[src/rtl/core/rmst_pkg.sv]
// Shared types and constants of the range maximum segment tree.
// No dependencies; every other file of the block uses it.
package rmst_pkg;

  localparam int LEAVES_DEF = 1024;
  localparam int ELEM_W     = 11;
  localparam int POS_W      = 11;
  localparam int VAL_W      = 32;

  localparam logic CMD_UPDATE = 1'b0;
  localparam logic CMD_QUERY  = 1'b1;

  // result of a range that covers no leaf
  localparam logic signed [VAL_W-1:0] EMPTY_MAX = -32'sd1000000000;

  typedef logic signed [VAL_W-1:0] value_t;

endpackage

[src/rtl/core/rmst_max.sv]
// Shared signed maximum unit used by both the update and query walks.
// Depends on rmst_pkg for the value type.
module rmst_max (
  input  rmst_pkg::value_t a,
  input  rmst_pkg::value_t b,
  output rmst_pkg::value_t y
);

  assign y = (a > b) ? a : b;

endmodule
[config.mk]
export PLATFORM = sky130hd
export DESIGN_NAME = rmst_max
export DESIGN_NICKNAME = d
export VERILOG_FILES = /design/src/rtl/core/rmst_pkg.sv /design/src/rtl/core/rmst_max.sv
export SDC_FILE = /design/constraint.sdc
export NUM_CORES = 1
export LEC_CHECK = 0
export BUFFER_PORTS_ARGS = -buffer_cell sky130_fd_sc_hd__buf_2
export CAP_MARGIN = 25
export CORE_UTILIZATION = 42
export DETAILED_ROUTE_END_ITERATION = 8
export PLACE_DENSITY = 0.85
export SETUP_SLACK_MARGIN = 0.05
export SYNTH_ARGS = -nofsm -noshare
export SYNTH_HDL_FRONTEND = slang
export SYNTH_SLANG_ARGS = --single-unit
export TNS_END_PERCENT = 10
[constraint.sdc]
create_clock -name vclk -period 4.7
set_input_delay 0.94 -clock vclk [all_inputs]
set_output_delay 0.94 -clock vclk [all_outputs]
set_load 0.005 [all_outputs]
==> impl_results.md <==
- Total count of hold-check failures in the final report: 0
- Std-Cell Rows: 19
- Final slew viol count: 0
- Max Fanout on Critical Path: 14
- Most frequent cells in the layout: buf_2, inv_1, ha_1
- Synthesis-to-finish area growth: 41.3%
- Fraction of layout instances using a drive strength above 1: a little over half
- Cell area after synthesis: approximately 0.0012 mm2
- Clock buffer cells: 0
- Wire length per cell after detailed routing: approximately 11 um
- Shortest clock period the worst path allows after layout: approximately 4.5 ns
- Number of post-CTS setup repair buffers: 0
- Fin area: 0.00172 mm2
- Largest area contributor in the netlist: ha_1
- Clock group share of total power: 0%
- Pre-Repair DR Iteration Count: 4
- Vias per Instance: a little over 5
- Chip width: around 56 um
- Final standard cell count with taps included and fillers excluded: ~270
- Worst Path Required: 3.76 ns
- Count of maximum capacitance violations: 0
- RSZ-0062 raised after global routing: yes
- Detailed-route DRC error count: 0
- Result of the run: finished clean
- Post-synthesis adder-cell area fraction: about a third
- Portion of netlist area occupied by mux cells: 29.5%
- Yosys warns: 0
- Remaining global-route overflow: 0
- Dominant combinational cell family by area after synthesis: adder cells
- Internal power: 107 uW
- Mapped Cells: between 100 and 150
- Number of library cell types mapped by synthesis: 24
- P per Cell Area: around 110 mW/mm2
- Worst hold path type: in -> out
- Sequential cell area fraction in the yosys report: 0%
- Xor/xnor share of the synthesized area: 0%
- Worst Path Arrival: 3.58 ns
- IO Pins: between 90 and 100
- Worst-Margin Slew: between 0.5 and 0.6 ns
- Global-route wire length before repair: approximately 5.1 mm
- Number of violations reported at the end of detailed-routing iteration 0: 14
- Number of nets in the final layout: around 340
- Area enclosed by the die boundary: between 0.003 and 0.004 mm2
- Most frequent standard cell in the layout excluding fill and tap cells: buf_2
- Die Y-Extent: 55.9 um
- Smallest setup slack after layout: ~0.18 ns
- Worst Hold Launch: b[16]
- Effective utilization at floorplan: between 40% and 50%
- Share of the synthesized area in the top cell type: 32.8%
- Sequential Area: 0 um2
- Worst-case vdd ir drop: ~0.086 mV
- Count of placed standard cells including taps: around 270
- GRT Util Overall: approximately 19%
- Leading post-synthesis cells by cell area: ha_1, mux2_2, inv_1
- Net count after synthesis: around 240
- Relative contribution of sequential cells to total power: 0%
- Core Area: 0.00276 mm2
- Worst-case hold path end point: y[16]
- Final setup fails: 0
- Worst slew margin: between 60% and 70%
- Switching pwr: roughly 84 uW
- Via count of the first global-routing pass: 1330
- Worst hold stages: 3
- Post-synthesis compound-gate area fraction: ~14%
- Port Buffers: 96
- Antenna Nets Post-Route: 0
- Pin count of the biggest net entering global routing: 19
- Final period util: 96.1%
- Post-place instance area: between 0.0015 and 0.002 mm2
- Via total after detailed routing: about 1400
- Switching share of power: 43.8%
- Post-detailed-placement half-perimeter wirelength: between 2 and 3 mm
- Simple-gate area share of the yosys netlist: 10.9%
- Setup TNS Final: 0 ns
- Worst setup EP type: primary output
- Antenna violations before repair: 0
- Routed wire length: 3.01 mm
- Crit Path Class: in -> out
- Static leakage power: a little over 0.001 uW
- Max frequency: 221 MHz
- Num sequential: 0
- Synthesized area divided by synthesized cell count: 8.24 um2
- GPL Wtd Cong: roughly 0.78
- Number of antenna cells inserted: 0
- Setup crit start kind: primary input
- DP Worst Slack: approximately 0.16 ns
- Share of total power in combinational logic: 100.0%
[logic make-up (layout without fill, tap and decap cells)]
family	Yosys count	count (layout)
adders and majority gates	32	32
muxes	32	32
buffers and inverters	36	131
AOI/OAI and AO/OA	24	24
and+or+nand+nor	24	24
[metal layers]
metal | track usage, % | vias to the layer above | wire [um]
met3 | 0.465 | 2 | 162
met5 | 0 | - | 0
met1 | 21.7 | 626 | 1180
met4 | 2.44 | 0 | 19
met2 | 40.3 | 52 | 1650
li1 | - | 731 | -
[critical path: stages]
cell and delay, ns:
buf_2 0.09, inv_1 0.04, ha_1 0.30, nand4_1 0.19
or4_1 0.59, or3_1 0.33, o2111a_1 0.18, a211oi_4 0.19
buf_4 0.26, mux2_2 0.36, buf_2 0.13
[power by group through the flow]
| stage | combinational (uW) | sequential [uW] | clock [uW] |
|---|---|---|---|
| after floorplan | 116 | 0 | 0 |
| after global placement | 185 | 0 | 0 |
| after detailed placement | 191 | 0 | 0 |
| after CTS | 193 | 0 | 0 |
| after global routing | 215 | 0 | 0 |
| final | 191 | 0 | 0 |
[cell type report]
| cell class | count | area, um2 |
|---|---|---|
| multi-input cells | 112 | 1060 |
| fillers | 262 | 1030 |
| repair buffers | 98 | 499 |
| inverters | 33 | 124 |
| well taps | 31 | 38.8 |
[synth_stat cells (all sizes together), types with 2 or more instances]
library cell  instances
a21oi                11
a2111oi               3
a21o                  3
nor2                  2
nor4                  2
nand3                 4
buf                   3
nand4                 8
nand2                 3
mux2                 32
ha                   32
inv                  33
o21ai                 2
[worst max-delay path by stage]
stage / from / endpoint / slack (ns)
6_report: b[31] / y[31] / 0.18
3_3_place_gp: b[31] / y[19] / 0.24
5_1_grt: b[31] / y[30] / 0.02
3_5_place_dp: b[31] / y[6] / 0.16
4_1_cts: b[31] / y[4] / 0.14
2_1_floorplan: b[31] / y[10] / 0.52
[per-stage QoR]
stage	hold slack, ns	total power (uW)	util [%]
after CTS	2.19	193	62.4
after floorplan	1.99	116	-
after global routing	2.20	215	62.5
after global placement	2.17	185	62.4
after detailed placement	2.19	191	62.4
final	2.19	191	62.5
[what timing repair did]
item | in CTS | in global routing
resized for setup | 0 | 1
setup endpoints to repair | 0 | 19
hold buffers | 0 | 0
Power figures use the tool's default switching activity.
